### src/rtl/script_lexer_token_stream_defines.svh
// Assertion macros shared by the scanner RTL.
// Depends on a clock named clk and an active-low reset named arst_n in the using scope.
`ifndef SCRIPT_LEXER_TOKEN_STREAM_DEFINES_SVH
`define SCRIPT_LEXER_TOKEN_STREAM_DEFINES_SVH

// Check a property at every clock edge outside reset.
`define SLTS_CHECK(name, prop, msg) \
	name: assert property (@(posedge clk) disable iff (!arst_n) (prop)) else $error(msg);

// Check that a condition is followed by a consequence in the next cycle.
`define SLTS_CHECK_NEXT(name, ante, cons, msg) \
	name: assert property (@(posedge clk) disable iff (!arst_n) (ante) |=> (cons)) else $error(msg);

`endif

### src/rtl/sltok_pkg.sv
// Shared types, token codes and keyword tables of the script lexer.
// No dependencies.
package sltok_pkg;

	localparam int POS_OUT_W  = 24;
	localparam int FIFO_DEPTH = 4;
	localparam int FIFO_AW    = 2;

	localparam logic [62:0] MAX_VALUE = {63{1'b1}};

	localparam logic [5:0] TK_END      = 6'd0;
	localparam logic [5:0] TK_ERROR    = 6'd1;
	localparam logic [5:0] TK_INTEGER  = 6'd2;
	localparam logic [5:0] TK_REAL     = 6'd3;
	localparam logic [5:0] TK_STRING   = 6'd4;
	localparam logic [5:0] TK_IDENT    = 6'd5;
	localparam logic [5:0] TK_NEWLINE  = 6'd6;
	localparam logic [5:0] TK_LPAREN   = 6'd7;
	localparam logic [5:0] TK_RPAREN   = 6'd8;
	localparam logic [5:0] TK_LBRACK   = 6'd9;
	localparam logic [5:0] TK_RBRACK   = 6'd10;
	localparam logic [5:0] TK_COMMA    = 6'd11;
	localparam logic [5:0] TK_COLON    = 6'd12;
	localparam logic [5:0] TK_PLUS     = 6'd13;
	localparam logic [5:0] TK_MINUS    = 6'd14;
	localparam logic [5:0] TK_STAR     = 6'd15;
	localparam logic [5:0] TK_SLASH    = 6'd16;
	localparam logic [5:0] TK_EQ       = 6'd17;
	localparam logic [5:0] TK_PERCENT  = 6'd18;
	localparam logic [5:0] TK_LT       = 6'd19;
	localparam logic [5:0] TK_LE       = 6'd20;
	localparam logic [5:0] TK_GT       = 6'd21;
	localparam logic [5:0] TK_GE       = 6'd22;
	localparam logic [5:0] TK_NE       = 6'd23;
	localparam logic [5:0] TK_DOT      = 6'd24;
	localparam logic [5:0] TK_ELLIPSIS = 6'd25;
	localparam logic [5:0] TK_KW_BASE  = 6'd26;
	localparam logic [5:0] TK_NOT      = 6'd38;

	localparam logic [63:0] KW_TEXT [20] = '{
		"AND", "BY", "DO", "ELSE", "END", "FALSE", "FOR", "FROM", "FUNCTION", "IF",
		"IN", "INTEGER", "NOT", "NUMBER", "OR", "STRING", "THEN", "TO", "TRUE", "VAR"
	};
	localparam logic [3:0] KW_LEN [20] = '{
		4'd3, 4'd2, 4'd2, 4'd4, 4'd3, 4'd5, 4'd3, 4'd4, 4'd8, 4'd2,
		4'd2, 4'd7, 4'd3, 4'd6, 4'd2, 4'd6, 4'd4, 4'd2, 4'd4, 4'd3
	};

	typedef struct packed {
		logic [5:0]           token_kind;
		logic [62:0]          number_value;
		logic signed [12:0]   decimal_exponent;
		logic [POS_OUT_W-1:0] first_line;
		logic [POS_OUT_W-1:0] first_column;
		logic [POS_OUT_W-1:0] final_line;
		logic [POS_OUT_W-1:0] final_column;
		logic [POS_OUT_W-1:0] begin_offset;
		logic [POS_OUT_W-1:0] finish_offset;
	} tok_t;

	typedef struct packed {
		logic [1:0]     cnt;
		tok_t [2:0]     toks;
	} bundle_t;

	function automatic logic [7:0] kw_char(input logic [4:0] idx, input logic [3:0] pos);
		logic [63:0] txt;
		logic [3:0]  len;
		logic [3:0]  sh;
		txt = '0;
		len = '0;
		if (idx < 5'd20) begin
			txt = KW_TEXT[idx];
			len = KW_LEN[idx];
		end
		sh = len - 4'd1 - pos;
		kw_char = (pos < len) ? txt[{sh[2:0], 3'b000} +: 8] : 8'd0;
	endfunction

	// Next keyword candidate after matching an upper-case letter at position len.
	function automatic logic [4:0] kw_next(input logic [4:0] from, input logic [2:0] len,
		input logic [7:0] c);
		logic       same;
		logic [4:0] r;
		r = '0;
		for (int j = 19; j >= 0; j--) begin
			same = 1'b1;
			for (int k = 0; k < 7; k++) begin
				if (3'(k) < len) begin
					same = same && (kw_char(5'(j), 4'(k)) == kw_char(from, 4'(k)));
				end
			end
			if ((5'(j) >= from) && same && (kw_char(5'(j), {1'b0, len}) == c)) begin
				r = 5'(j + 1);
			end
		end
		kw_next = r;
	endfunction

endpackage

### src/rtl/sltok_front.sv
// Scanner front end: accepts one byte per beat and classifies it into tokens.
// Depends on sltok_pkg; pushes up to three tokens per beat into the token queue.
`include "script_lexer_token_stream_defines.svh"
module sltok_front #(
	parameter int POSITION_BITS = 24
) (
	input  logic              clk,
	input  logic              arst_n,
	input  logic              in_valid,
	output logic              in_ready,
	input  logic [7:0]        in_byte,
	input  logic              in_end,
	input  logic              q_ready,
	output logic              push,
	output sltok_pkg::bundle_t push_data
);
	import sltok_pkg::*;

	localparam int P = POSITION_BITS;
	localparam logic [P-1:0] POS_ONE = P'(1);

	typedef enum logic [4:0] {
		M_IDLE, M_NL, M_LT, M_GT, M_BANG, M_DOT1, M_DOT2, M_SLASH, M_LCOM,
		M_BLOCK, M_BSTAR, M_STR, M_SESC, M_INT, M_FRAC, M_EXP0, M_EXP,
		M_WORD, M_U8
	} mode_t;

	mode_t        mode_q, mode_d;
	logic [4:0]   kw_q, kw_d;
	logic [62:0]  acc_q, acc_d;
	logic [12:0]  frac_q, frac_d;
	logic [11:0]  exp_q, exp_d;
	logic         neg_q, neg_d;
	logic [P-1:0] line_q, line_d;
	logic [P-1:0] lbo_q, lbo_d;
	logic [P-1:0] off_q, off_d;
	logic [P-1:0] tb_q, tb_d;
	logic [P-1:0] tbl_q, tbl_d;
	logic [P-1:0] tbc_q, tbc_d;
	logic [1:0]   u8p_q, u8p_d;
	logic [20:0]  cp_q, cp_d;
	logic [1:0]   pbb_q, pbb_d;

	logic         accept;
	logic [P-1:0] p, f, len_w;
	logic [7:0]   b, upper;
	logic [3:0]   d;
	logic         isdig, isalpha, ishigh, len_lt9;
	logic [66:0]  acc10;
	logic [15:0]  exp10;
	logic [1:0]   nb_code;
	logic [P-1:0] nb_line, nb_lbo;
	logic [1:0]   nb_pbb;
	logic signed [14:0] e_full;
	logic signed [12:0] e_real;
	logic         fresh;
	logic [1:0]   n;
	tok_t [2:0]   toks;

	function automatic tok_t mk(input logic [5:0] kind, input logic [62:0] val,
		input logic signed [12:0] ex, input logic [P-1:0] bl, input logic [P-1:0] bc,
		input logic [P-1:0] fl, input logic [P-1:0] lbo, input logic [P-1:0] bo,
		input logic [P-1:0] fo);
		tok_t         t;
		logic [P-1:0] fc;
		fc = fo - lbo;
		t.token_kind       = kind;
		t.number_value     = val;
		t.decimal_exponent = ex;
		t.first_line       = POS_OUT_W'(bl);
		t.first_column     = POS_OUT_W'(bc);
		t.final_line       = POS_OUT_W'(fl);
		t.final_column     = POS_OUT_W'(fc);
		t.begin_offset     = POS_OUT_W'(bo);
		t.finish_offset    = POS_OUT_W'(fo);
		mk = t;
	endfunction

	assign accept   = in_valid && q_ready;
	assign in_ready = q_ready;

	assign b       = in_byte;
	assign p       = off_q;
	assign f       = off_q + POS_ONE;
	assign d       = in_byte[3:0];
	assign isdig   = (b >= 8'h30) && (b <= 8'h39);
	assign isalpha = ((b >= 8'h61) && (b <= 8'h7A)) || ((b >= 8'h41) && (b <= 8'h5A));
	assign ishigh  = (b >= 8'h80) && (b <= 8'hF4);
	assign upper   = (b >= 8'h61) ? b - 8'd32 : b;
	assign len_w   = p - tb_q;
	assign len_lt9 = ((len_w >> 4) == '0) && (len_w[3:0] < 4'd9);
	assign acc10   = ({4'b0, acc_q} << 3) + ({4'b0, acc_q} << 1) + {63'b0, d};
	assign exp10   = ({4'b0, exp_q} << 3) + ({4'b0, exp_q} << 1) + {12'b0, d};

	always_comb begin
		nb_code = (b == 8'd13) ? 2'd1 : (b == 8'd10) ? 2'd2 : 2'd0;
		nb_line = line_q;
		nb_lbo  = lbo_q;
		nb_pbb  = 2'd0;
		if (nb_code != 2'd0) begin
			if ((pbb_q != 2'd0) && (pbb_q != nb_code)) begin
				nb_pbb = 2'd0;
			end else begin
				nb_line = line_q + POS_ONE;
				nb_pbb  = nb_code;
			end
			nb_lbo = f;
		end
	end

	always_comb begin
		mode_d = mode_q;
		kw_d   = kw_q;
		acc_d  = acc_q;
		frac_d = frac_q;
		exp_d  = exp_q;
		neg_d  = neg_q;
		line_d = line_q;
		lbo_d  = lbo_q;
		off_d  = f;
		tb_d   = tb_q;
		tbl_d  = tbl_q;
		tbc_d  = tbc_q;
		u8p_d  = u8p_q;
		cp_d   = cp_q;
		pbb_d  = pbb_q;
		fresh  = 1'b0;
		n      = 2'd0;
		toks   = '0;
		e_full = '0;
		e_real = '0;

		if (!in_end) begin
			case (mode_q)
				M_NL: begin
					if ((pbb_q == 2'd1 && b == 8'd10) || (pbb_q == 2'd2 && b == 8'd13)) begin
						line_d = line_q + POS_ONE;
						lbo_d  = f;
						toks[n] = mk(TK_NEWLINE, '0, '0, tbl_q, tbc_q, line_d, lbo_d, tb_q, f);
						n = n + 2'd1;
						mode_d = M_IDLE;
						pbb_d  = 2'd0;
					end else begin
						fresh = 1'b1;
					end
				end
				M_LT, M_GT, M_BANG: begin
					if (b == "=") begin
						toks[n] = mk((mode_q == M_LT) ? TK_LE : (mode_q == M_GT) ? TK_GE : TK_NE,
							'0, '0, tbl_q, tbc_q, line_q, lbo_q, tb_q, f);
						n = n + 2'd1;
						mode_d = M_IDLE;
					end else begin
						fresh = 1'b1;
					end
				end
				M_DOT1: begin
					if (b == ".") mode_d = M_DOT2;
					else fresh = 1'b1;
				end
				M_DOT2: begin
					if (b == ".") begin
						toks[n] = mk(TK_ELLIPSIS, '0, '0, tbl_q, tbc_q, line_q, lbo_q, tb_q, f);
						n = n + 2'd1;
						mode_d = M_IDLE;
					end else begin
						fresh = 1'b1;
					end
				end
				M_SLASH: begin
					if (b == "/") begin
						mode_d = M_LCOM;
					end else if (b == "*") begin
						mode_d = M_BLOCK;
						pbb_d  = 2'd0;
					end else begin
						fresh = 1'b1;
					end
				end
				M_LCOM: begin
					if (b == 8'd13 || b == 8'd10) begin
						mode_d = M_IDLE;
						fresh  = 1'b1;
					end
				end
				M_BLOCK: begin
					if (b == "*") begin
						mode_d = M_BSTAR;
						pbb_d  = 2'd0;
					end else begin
						line_d = nb_line;
						lbo_d  = nb_lbo;
						pbb_d  = nb_pbb;
					end
				end
				M_BSTAR: begin
					if (b == "/") begin
						mode_d = M_IDLE;
					end else if (b != "*") begin
						mode_d = M_BLOCK;
						line_d = nb_line;
						lbo_d  = nb_lbo;
						pbb_d  = nb_pbb;
					end
				end
				M_STR: begin
					if (b == "\"") begin
						toks[n] = mk(TK_STRING, '0, '0, tbl_q, tbc_q, line_q, lbo_q, tb_q, f);
						n = n + 2'd1;
						mode_d = M_IDLE;
						pbb_d  = 2'd0;
					end else if (b == "\\") begin
						mode_d = M_SESC;
						pbb_d  = 2'd0;
					end else begin
						line_d = nb_line;
						lbo_d  = nb_lbo;
						pbb_d  = nb_pbb;
					end
				end
				M_SESC: begin
					if (b == "\\" || b == "n" || b == "r" || b == "\"") mode_d = M_STR;
					else fresh = 1'b1;
				end
				M_INT: begin
					if (isdig) begin
						acc_d = (acc10 > {4'b0, MAX_VALUE}) ? MAX_VALUE : acc10[62:0];
					end else if (b == ".") begin
						mode_d = M_FRAC;
					end else if (b == "e" || b == "E") begin
						mode_d = M_EXP0;
					end else begin
						fresh = 1'b1;
					end
				end
				M_FRAC: begin
					if (isdig) begin
						if (acc10 - {63'b0, d} + 67'd9 <= {4'b0, MAX_VALUE}) begin
							acc_d = acc10[62:0];
							if (frac_q != 13'h1FFF) frac_d = frac_q + 13'd1;
						end
					end else if (b == "e" || b == "E") begin
						mode_d = M_EXP0;
					end else begin
						fresh = 1'b1;
					end
				end
				M_EXP0, M_EXP: begin
					if (isdig) begin
						exp_d  = (exp10 > 16'd4095) ? 12'd4095 : exp10[11:0];
						mode_d = M_EXP;
					end else if (mode_q == M_EXP0 && b == "+") begin
						mode_d = M_EXP;
					end else if (mode_q == M_EXP0 && b == "-") begin
						neg_d  = 1'b1;
						mode_d = M_EXP;
					end else begin
						fresh = 1'b1;
					end
				end
				M_U8: begin
					if (u8p_q != 2'd0) begin
						case (u8p_q)
							2'd1:    cp_d = cp_q | {15'b0, b[5:0]};
							2'd2:    cp_d = cp_q | {9'b0, b[5:0], 6'b0};
							default: cp_d = cp_q | {3'b0, b[5:0], 12'b0};
						endcase
						u8p_d = u8p_q - 2'd1;
					end
					if (u8p_d == 2'd0) begin
						if (cp_d == 21'h2260) begin
							toks[n] = mk(TK_NE, '0, '0, tbl_q, tbc_q, line_q, lbo_q, tb_q, f);
							n = n + 2'd1;
							mode_d = M_IDLE;
						end else begin
							mode_d = M_WORD;
							kw_d   = '0;
						end
					end
				end
				M_WORD: begin
					if (u8p_q != 2'd0) begin
						u8p_d = u8p_q - 2'd1;
					end else if (isalpha) begin
						if (kw_q != 5'd0) begin
							kw_d = ((len_w >> 3) != '0) ? 5'd0 :
								kw_next(kw_q - 5'd1, len_w[2:0], upper);
						end
					end else if (isdig) begin
						kw_d = '0;
					end else if (ishigh) begin
						kw_d  = '0;
						u8p_d = (b <= 8'hDF) ? 2'd1 : (b <= 8'hEF) ? 2'd2 : 2'd3;
					end else begin
						fresh = 1'b1;
					end
				end
				default: fresh = 1'b1;
			endcase
		end

		if (in_end || fresh) begin
			e_full = (neg_d ? -$signed({3'b0, exp_d}) : $signed({3'b0, exp_d}))
				- $signed({2'b0, frac_d});
			e_real = (e_full < -15'sd4096) ? -13'sd4096 :
				(e_full > 15'sd4095) ? 13'sd4095 : e_full[12:0];
			case (mode_d)
				M_NL: begin
					line_d = line_d + POS_ONE;
					lbo_d  = p;
					toks[n] = mk(TK_NEWLINE, '0, '0, tbl_d, tbc_d, line_d, lbo_d, tb_d, p);
					n = n + 2'd1;
				end
				M_LT: begin
					toks[n] = mk(TK_LT, '0, '0, tbl_d, tbc_d, line_d, lbo_d, tb_d, p);
					n = n + 2'd1;
				end
				M_GT: begin
					toks[n] = mk(TK_GT, '0, '0, tbl_d, tbc_d, line_d, lbo_d, tb_d, p);
					n = n + 2'd1;
				end
				M_BANG: begin
					toks[n] = mk(TK_NOT, '0, '0, tbl_d, tbc_d, line_d, lbo_d, tb_d, p);
					n = n + 2'd1;
				end
				M_SLASH: begin
					toks[n] = mk(TK_SLASH, '0, '0, tbl_d, tbc_d, line_d, lbo_d, tb_d, p);
					n = n + 2'd1;
				end
				M_DOT1: begin
					toks[n] = mk(TK_DOT, '0, '0, tbl_d, tbc_d, line_d, lbo_d, tb_d, p);
					n = n + 2'd1;
				end
				M_DOT2: begin
					toks[n] = mk(TK_DOT, '0, '0, tbl_d, tbc_d, line_d, lbo_d, tb_d,
						tb_d + POS_ONE);
					n = n + 2'd1;
					toks[n] = mk(TK_DOT, '0, '0, tbl_d, tbc_d + POS_ONE, line_d, lbo_d,
						tb_d + POS_ONE, p);
					n = n + 2'd1;
				end
				M_STR, M_SESC, M_U8: begin
					toks[n] = mk(TK_ERROR, '0, '0, tbl_d, tbc_d, line_d, lbo_d, tb_d, p);
					n = n + 2'd1;
				end
				M_INT: begin
					toks[n] = mk(TK_INTEGER, acc_d, '0, tbl_d, tbc_d, line_d, lbo_d, tb_d, p);
					n = n + 2'd1;
				end
				M_FRAC, M_EXP0, M_EXP: begin
					toks[n] = mk(TK_REAL, acc_d, e_real, tbl_d, tbc_d, line_d, lbo_d, tb_d, p);
					n = n + 2'd1;
				end
				M_WORD: begin
					if (u8p_d != 2'd0) begin
						toks[n] = mk(TK_ERROR, '0, '0, tbl_d, tbc_d, line_d, lbo_d, tb_d, p);
					end else if (kw_d != 5'd0 && len_lt9 &&
						kw_char(kw_d - 5'd1, len_w[3:0]) == 8'd0) begin
						toks[n] = mk(TK_KW_BASE + {1'b0, kw_d} - 6'd1, '0, '0, tbl_d, tbc_d,
							line_d, lbo_d, tb_d, p);
					end else begin
						toks[n] = mk(TK_IDENT, '0, '0, tbl_d, tbc_d, line_d, lbo_d, tb_d, p);
					end
					n = n + 2'd1;
				end
				default: ;
			endcase
			mode_d = M_IDLE;
			u8p_d  = 2'd0;
			pbb_d  = 2'd0;
		end

		if (in_end) begin
			toks[n] = mk(TK_END, '0, '0, line_d, p - lbo_d, line_d, lbo_d, p, p);
			n = n + 2'd1;
			mode_d = M_IDLE;
			kw_d   = '0;
			acc_d  = '0;
			frac_d = '0;
			exp_d  = '0;
			neg_d  = 1'b0;
			line_d = POS_ONE;
			lbo_d  = '0;
			off_d  = '0;
			tb_d   = '0;
			tbl_d  = POS_ONE;
			tbc_d  = '0;
			u8p_d  = '0;
			cp_d   = '0;
			pbb_d  = '0;
		end else if (fresh) begin
			tb_d   = p;
			tbl_d  = line_d;
			tbc_d  = p - lbo_d;
			acc_d  = '0;
			frac_d = '0;
			exp_d  = '0;
			neg_d  = 1'b0;
			kw_d   = '0;
			u8p_d  = '0;
			cp_d   = '0;
			pbb_d  = '0;
			mode_d = M_IDLE;
			if (isdig) begin
				acc_d  = {59'b0, d};
				mode_d = M_INT;
			end else if (isalpha) begin
				kw_d   = kw_next(5'd0, 3'd0, upper);
				mode_d = M_WORD;
			end else if (ishigh) begin
				if (b <= 8'hDF) begin
					u8p_d = 2'd1;
					cp_d  = {10'b0, b[4:0], 6'b0};
				end else if (b <= 8'hEF) begin
					u8p_d = 2'd2;
					cp_d  = {5'b0, b[3:0], 12'b0};
				end else begin
					u8p_d = 2'd3;
					cp_d  = {b[2:0], 18'b0};
				end
				mode_d = M_U8;
			end else begin
				case (b)
					"\"": mode_d = M_STR;
					"/":  mode_d = M_SLASH;
					"<":  mode_d = M_LT;
					">":  mode_d = M_GT;
					"!":  mode_d = M_BANG;
					".":  mode_d = M_DOT1;
					8'd13: begin
						mode_d = M_NL;
						pbb_d  = 2'd1;
					end
					8'd10: begin
						mode_d = M_NL;
						pbb_d  = 2'd2;
					end
					" ", 8'd9: ;
					default: begin
						case (b)
							"(":     toks[n] = mk(TK_LPAREN, '0, '0, tbl_d, tbc_d, line_d, lbo_d, tb_d, f);
							")":     toks[n] = mk(TK_RPAREN, '0, '0, tbl_d, tbc_d, line_d, lbo_d, tb_d, f);
							"[":     toks[n] = mk(TK_LBRACK, '0, '0, tbl_d, tbc_d, line_d, lbo_d, tb_d, f);
							"]":     toks[n] = mk(TK_RBRACK, '0, '0, tbl_d, tbc_d, line_d, lbo_d, tb_d, f);
							",":     toks[n] = mk(TK_COMMA, '0, '0, tbl_d, tbc_d, line_d, lbo_d, tb_d, f);
							":":     toks[n] = mk(TK_COLON, '0, '0, tbl_d, tbc_d, line_d, lbo_d, tb_d, f);
							"+":     toks[n] = mk(TK_PLUS, '0, '0, tbl_d, tbc_d, line_d, lbo_d, tb_d, f);
							"-":     toks[n] = mk(TK_MINUS, '0, '0, tbl_d, tbc_d, line_d, lbo_d, tb_d, f);
							"*":     toks[n] = mk(TK_STAR, '0, '0, tbl_d, tbc_d, line_d, lbo_d, tb_d, f);
							"=":     toks[n] = mk(TK_EQ, '0, '0, tbl_d, tbc_d, line_d, lbo_d, tb_d, f);
							"%":     toks[n] = mk(TK_PERCENT, '0, '0, tbl_d, tbc_d, line_d, lbo_d, tb_d, f);
							default: toks[n] = mk(TK_ERROR, '0, '0, tbl_d, tbc_d, line_d, lbo_d, tb_d, f);
						endcase
						n = n + 2'd1;
					end
				endcase
			end
		end
	end

	assign push           = accept && (n != 2'd0);
	assign push_data.cnt  = n;
	assign push_data.toks = toks;

	always_ff @(posedge clk or negedge arst_n) begin
		if (!arst_n) begin
			mode_q <= M_IDLE;
			kw_q   <= '0;
			acc_q  <= '0;
			frac_q <= '0;
			exp_q  <= '0;
			neg_q  <= 1'b0;
			line_q <= POS_ONE;
			lbo_q  <= '0;
			off_q  <= '0;
			tb_q   <= '0;
			tbl_q  <= POS_ONE;
			tbc_q  <= '0;
			u8p_q  <= '0;
			cp_q   <= '0;
			pbb_q  <= '0;
		end else if (accept) begin
			mode_q <= mode_d;
			kw_q   <= kw_d;
			acc_q  <= acc_d;
			frac_q <= frac_d;
			exp_q  <= exp_d;
			neg_q  <= neg_d;
			line_q <= line_d;
			lbo_q  <= lbo_d;
			off_q  <= off_d;
			tb_q   <= tb_d;
			tbl_q  <= tbl_d;
			tbc_q  <= tbc_d;
			u8p_q  <= u8p_d;
			cp_q   <= cp_d;
			pbb_q  <= pbb_d;
		end
	end

	`SLTS_CHECK_NEXT(a_end_resets, accept && in_end, line_q == POS_ONE && off_q == '0 && mode_q == M_IDLE, "end beat did not reset scanner state")

endmodule

### src/rtl/sltok_fifo.sv
// Token queue between scanner front end and output stage, one bundle per entry.
// Depends on sltok_pkg.
`include "script_lexer_token_stream_defines.svh"
module sltok_fifo (
	input  logic               clk,
	input  logic               arst_n,
	input  logic               push,
	input  sltok_pkg::bundle_t push_data,
	output logic               ready,
	input  logic               pop,
	output sltok_pkg::bundle_t head,
	output logic               head_valid
);
	import sltok_pkg::*;

	bundle_t              mem_q [FIFO_DEPTH];
	logic [FIFO_AW-1:0]   wr_q, rd_q;
	logic [FIFO_AW:0]     count_q;

	assign ready      = count_q != (FIFO_AW + 1)'(FIFO_DEPTH);
	assign head_valid = count_q != '0;
	assign head       = mem_q[rd_q];

	always_ff @(posedge clk) begin
		if (push) begin
			mem_q[wr_q] <= push_data;
		end
	end

	always_ff @(posedge clk or negedge arst_n) begin
		if (!arst_n) begin
			wr_q    <= '0;
			rd_q    <= '0;
			count_q <= '0;
		end else begin
			if (push) wr_q <= wr_q + 1'b1;
			if (pop) rd_q <= rd_q + 1'b1;
			if (push && !pop) count_q <= count_q + 1'b1;
			else if (pop && !push) count_q <= count_q - 1'b1;
		end
	end

	`SLTS_CHECK(a_count_range, count_q <= (FIFO_AW + 1)'(FIFO_DEPTH), "token queue count out of range")
	`SLTS_CHECK_NEXT(a_push_counts, push && !pop, count_q == $past(count_q) + 1'b1, "push not reflected in queue count")

endmodule

### src/rtl/sltok_back.sv
// Output stage: unpacks queued bundles and presents one token per beat.
// Depends on sltok_pkg; marks the last token of each bundle.
module sltok_back (
	input  logic               clk,
	input  logic               arst_n,
	input  sltok_pkg::bundle_t head,
	input  logic               head_valid,
	output logic               pop,
	output logic               out_valid,
	input  logic               out_ready,
	output sltok_pkg::tok_t    out_tok,
	output logic               out_last
);
	import sltok_pkg::*;

	logic [1:0] idx_q;
	logic       valid_q;
	logic       last_q;
	tok_t       tok_q;
	logic       load;
	logic       at_last;

	assign load      = head_valid && (!valid_q || out_ready);
	assign at_last   = (idx_q + 2'd1) == head.cnt;
	assign pop       = load && at_last;
	assign out_valid = valid_q;
	assign out_tok   = tok_q;
	assign out_last  = last_q;

	always_ff @(posedge clk or negedge arst_n) begin
		if (!arst_n) begin
			idx_q   <= '0;
			valid_q <= 1'b0;
		end else begin
			if (load) begin
				valid_q <= 1'b1;
				idx_q   <= at_last ? 2'd0 : idx_q + 2'd1;
			end else if (out_ready) begin
				valid_q <= 1'b0;
			end
		end
	end

	always_ff @(posedge clk) begin
		if (load) begin
			tok_q  <= head.toks[idx_q];
			last_q <= at_last;
		end
	end

endmodule

### src/rtl/script_lexer_token_stream.sv
// Script lexer: one source byte per beat in, one token per beat out.
// Tokens pass through the token queue and a registered output stage after the byte that completes them.
// Throughput: one byte per cycle while the token queue has room and each byte yields at most one token;
// bytes yielding two or three tokens are sent one token per output beat, buffered by a 4-deep queue.
// Reset (arst_n low, asynchronous) returns the scanner to line 1, offset 0, and empties the queue.
module script_lexer_token_stream #(
	parameter int POSITION_BITS = 24
) (
	input  logic         clk,
	input  logic         arst_n,
	input  logic         s_tvalid,
	output logic         s_tready,
	input  logic [7:0]   s_tdata,  // text_byte
	input  logic         s_tuser,  // end_of_text
	output logic         m_tvalid,
	input  logic         m_tready,
	output logic [223:0] m_tdata,  // number_value, decimal_exponent, first_line, first_column,
	                               // final_line, final_column, begin_offset, finish_offset, pad
	output logic [5:0]   m_tuser,  // token_kind
	output logic         m_tlast   // last_in_run
);
	import sltok_pkg::*;

	logic    push, q_ready, pop, head_valid;
	bundle_t push_data, head;
	tok_t    tok;

	sltok_front #(
		.POSITION_BITS(POSITION_BITS)
	) u_front (
		.clk      (clk),
		.arst_n   (arst_n),
		.in_valid (s_tvalid),
		.in_ready (s_tready),
		.in_byte  (s_tdata),
		.in_end   (s_tuser),
		.q_ready  (q_ready),
		.push     (push),
		.push_data(push_data)
	);

	sltok_fifo u_fifo (
		.clk       (clk),
		.arst_n    (arst_n),
		.push      (push),
		.push_data (push_data),
		.ready     (q_ready),
		.pop       (pop),
		.head      (head),
		.head_valid(head_valid)
	);

	sltok_back u_back (
		.clk       (clk),
		.arst_n    (arst_n),
		.head      (head),
		.head_valid(head_valid),
		.pop       (pop),
		.out_valid (m_tvalid),
		.out_ready (m_tready),
		.out_tok   (tok),
		.out_last  (m_tlast)
	);

	assign m_tuser = tok.token_kind;
	assign m_tdata = {4'b0, tok.finish_offset, tok.begin_offset, tok.final_column,
		tok.final_line, tok.first_column, tok.first_line, tok.decimal_exponent,
		tok.number_value};

endmodule

### config.mk
export PLATFORM = sky130hd
export DESIGN_NAME = script_lexer_token_stream
export DESIGN_NICKNAME = d
export VERILOG_FILES = /design/src/rtl/sltok_pkg.sv /design/src/rtl/sltok_front.sv /design/src/rtl/sltok_fifo.sv /design/src/rtl/sltok_back.sv /design/src/rtl/script_lexer_token_stream.sv
export VERILOG_INCLUDE_DIRS = /design/src /design/src/rtl
export SDC_FILE = /design/constraint.sdc
export NUM_CORES = 2
export LEC_CHECK = 0
export BUFFER_PORTS_ARGS = -buffer_cell sky130_fd_sc_hd__buf_2
export CAP_MARGIN = 25
export CORE_MARGIN = 3
export CORE_UTILIZATION = 38
export CTS_CLUSTER_SIZE = 24
export DETAILED_ROUTE_END_ITERATION = 7
export GPL_ROUTABILITY_DRIVEN = 0
export GPL_TIMING_DRIVEN = 0
export PLACE_DENSITY = 0.5
export SYNTH_ARGS = -nofsm -noshare
export SYNTH_HDL_FRONTEND = slang
export SYNTH_SLANG_ARGS = --single-unit
### constraint.sdc
create_clock -name clk -period 21.1 [get_ports clk]
set_input_delay 4.22 -clock clk [delete_from_list [all_inputs] [get_ports clk]]
set_output_delay 4.22 -clock clk [all_outputs]
set_load 0.05 [all_outputs]
==> flow_metrics.tcl <==
set metrics [dict create \
    outcome "complete, but fails checks" \
    violations "DRC" \
    ys_seq_area_frac 0.585 \
    worstPathRequired_ns 21.73 \
    place_inst 17200 \
    worst_setup_path_start_kind "input pin" \
    num-nets-final 12900 \
    avgSynthCellArea_um2 13.1 \
    hp-start "u_fifo.count_q[2]$_DFFE_PN0P_" \
    portBuffers 240 \
    first_pass_iters 8 \
    grt_max_degree 90 \
    postCtsHoldBufs 0 \
    num_vias 107000 \
    r2r_slack_ns 5.81 \
    synth_edf_count 2639 \
    htree_levels 5 \
    synthesis.area_um2 147000 \
    hold_end "u_fifo.count_q[2]$_DFFE_PN0P_" \
    fmax_mhz 54.7 \
    synth_seq_cells 2917 \
    crit_path_end_kind "flop" \
    power_density_nw_per_um2 155 \
    total_power_mw 26.6 \
    std_cell_rows 228 \
    rr_endpoint "u_fifo.mem_q[0][149]$_DFFE_PP_" \
    ys_warn_count 0 \
    peakVddDrop_mv 0.104 \
    clkLatencyLatePin_ns 1.01 \
    clk_pin_slew_ns 0.06 \
    clock_skew_ns 0.0675 \
    r2r_start "u_front.acc_q[2]$_DFFE_PN0P_" \
    holdPathStages 1 \
    io_pins 246 \
    final_area_um2 172000 \
    placed_cell_area_um2 160000 \
    preCtsSetupSlack_ns 2.07 \
    dieArea_um2 395000 \
    synth_top_area_share 0.538 \
    die_h_um 629 \
    drcViolationCount 19 \
    reg2regPathDepth 54 \
    cts_inserted_buffers 331 \
    arrival_ns 18.91 \
    fin_cells 17900 \
    path_max_fanout 10 \
    whs_ns 0.494 \
    cpMaxStageDelayCell "buf_1" \
    synthArstFlopShare 0.0953 \
    worst_slack_ns 2.82 \
    maxCapViolations 0 \
    hold_violations 0 \
    ys_types 119 \
    worst_pin_slew_ns 1.30 \
    ant_nets 0 \
    hpwlAfterDp_mm 395 \
    gr-usage-all-layers 0.262 \
    netlist_top_cells_area "edfxtp_1 (54%), mux4_2 (9.3%), dfrtp_1 (4.7%)" \
    fin_util 0.445 \
    p_leak_nw 61.3 \
    cts_root_buf "clkbuf_16" \
    numClockSinks 2917 \
    wl_per_cell_um 29.8 \
    initial_utilization 0.382 \
    routed_wl_mm 533 \
    layout_min_cycle_time_ns 18.28 \
    rsz0062_at_grt "no" \
    grt_pass1_wl_mm 757 \
    hp-class "flop to flop" \
    synthFlopType "edfxtp_1" \
    path_common_cell "a21oi_1" \
    max_stage_delay_ns 0.79 \
    yosysMostFrequentCell "edfxtp_1" \
    drtIter0Drc 14200 \
    core_um2 386000 \
    yosysTopAreaCell "edfxtp_1" \
    fin_crit_sh 0.866 \
    die_x_um 629 \
    drv_slew 0 \
    ys_top_cells_by_count "edfxtp_1 (2,639), nand2_1 (845), o21ai_0 (831), nor2_1 (772), a21oi_1 (629)" \
    final.setup.tns_ns 0 \
    layout-drive-gt1-share 0.141 \
    overflow 0 \
    grt_pass1_vias 104000 \
    cts.repair.resized 0 \
    slew_headroom 0.136 \
    via_per_inst 5.97 \
    path_class "input pin to flop" \
    synthCells 11200 \
    grt_antenna_before_repair 54 \
    cts_setup_buffers 0 \
    syn_to_final_growth_pct 16.5 \
    cts.path.max_buffers 4 \
    cts_tree "built" \
    finalSetupViolCount 0 \
]
## logic make-up after synthesis
group                    share of synthesized area
AND/OR/NAND/NOR                             0.0850
other                                    0.0000255
flip-flops                                   0.585
AO/OA/AOI/OAI                                0.118
multiplexers                                 0.116
adder cells (fa/ha/maj)                     0.0445
buffers and inverters                       0.0284
XOR/XNOR                                    0.0228
## per-layer routing
layer / part of all wire / global-route usage / vias up / wire length (µm)
li1: - / - / 45600 / -
met1: 0.41 / 0.359 / 53900 / 218000
met2: 0.44 / 0.395 / 5882 / 233000
met3: 0.094 / 0.0593 / 1385 / 50300
met4: 0.058 / 0.126 / 18 / 31000
met5: 0.00030 / 0 / - / 161
## worst max-delay path, delay by kind of cell
family / cells / cell delay (ns)
xor+xnor: 4 / 1.17
buf+inv: 6 / 2.19
simple gates: 14 / 3.45
fa+ha+maj: 6 / 1.94
compound gates: 26 / 5.92
## state kept, by name, summed over array words and instances, names as in the netlist
register and flops:
u_fifo.mem_q 2412, u_front.kw_q 5, u_front.tb_q 24, u_back.out_last 1
u_front.exp_q 12, u_front.pbb_q 2, u_front.tbc_q 24, u_front.u8p_q 2
u_fifo.rd_q 2, u_fifo.count_q 3, u_front.cp_q 21, u_back.idx_q 2
u_front.frac_q 13, u_front.off_q 24, u_front.line_q 24, u_fifo.wr_q 2
u_front.neg_q 1, u_back.out_valid 1, u_front.mode_q 5, u_back.out_tok 226
u_front.lbo_q 24, u_front.tbl_q 24, u_front.acc_q 63
## worst max-delay path by stage
| stage | startpoint | to | slack, ns | depth (start not counted) |
|---|---|---|---|---|
| 6_report | s_tdata[1] | u_fifo.mem_q[0][149]$_DFFE_PP_ | 2.82 | 56 |
| 5_1_grt | s_tdata[1] | u_fifo.mem_q[1][149]$_DFFE_PP_ | 2.07 | 56 |
| 4_1_cts | s_tdata[3] | u_fifo.mem_q[0][149]$_DFFE_PP_ | 3.01 | 54 |
| 3_5_place_dp | s_tdata[3] | u_fifo.mem_q[0][149]$_DFFE_PP_ | 2.07 | 54 |
| 3_3_place_gp | s_tdata[5] | u_fifo.mem_q[3][489]$_DFFE_PP_ | -20.09 | 22 |
| 2_1_floorplan | s_tdata[4] | u_fifo.mem_q[2][0]$_DFFE_PP_ | -2.31 | 21 |
## placed cells by master (no fill, tap or decap), drive strengths merged, types with 130 or more instances in the layout
master and instances:
a21oi 630, o21ai 845, o22ai 162, clkinv 144, xnor2 245, nor3 185, nand3 178, xor2 132
dfrtp 276, nand2 848, mux4 610, mux2i 311, a22o 153, conb 312, edfxtp 2639, nor2 773
ha 501, buf 671, nor2b 130, inv 409, clkbuf 954
## cell type report
type	count	area [µm²]
antenna	25	62.6
clock inverter	206	2270
inverter	394	1480
clock buffer	405	8670
tap	5175	6470
multi-input combinational	7544	58200
buffer	703	2750
sequential	2917	86200
fill	35100	214000
timing repair buffer	518	5530
## where the power goes
part           internal (mW)  total, mW  leakage, nW  switching (mW)
logic                   3.74       12.2         27.4            8.44
registers               8.28       8.61         28.6           0.330
clock network           3.34       5.78         5.28            2.44
total                   15.4       26.6         61.3            11.2
Note: power is estimated with default switching activity, not from simulation.
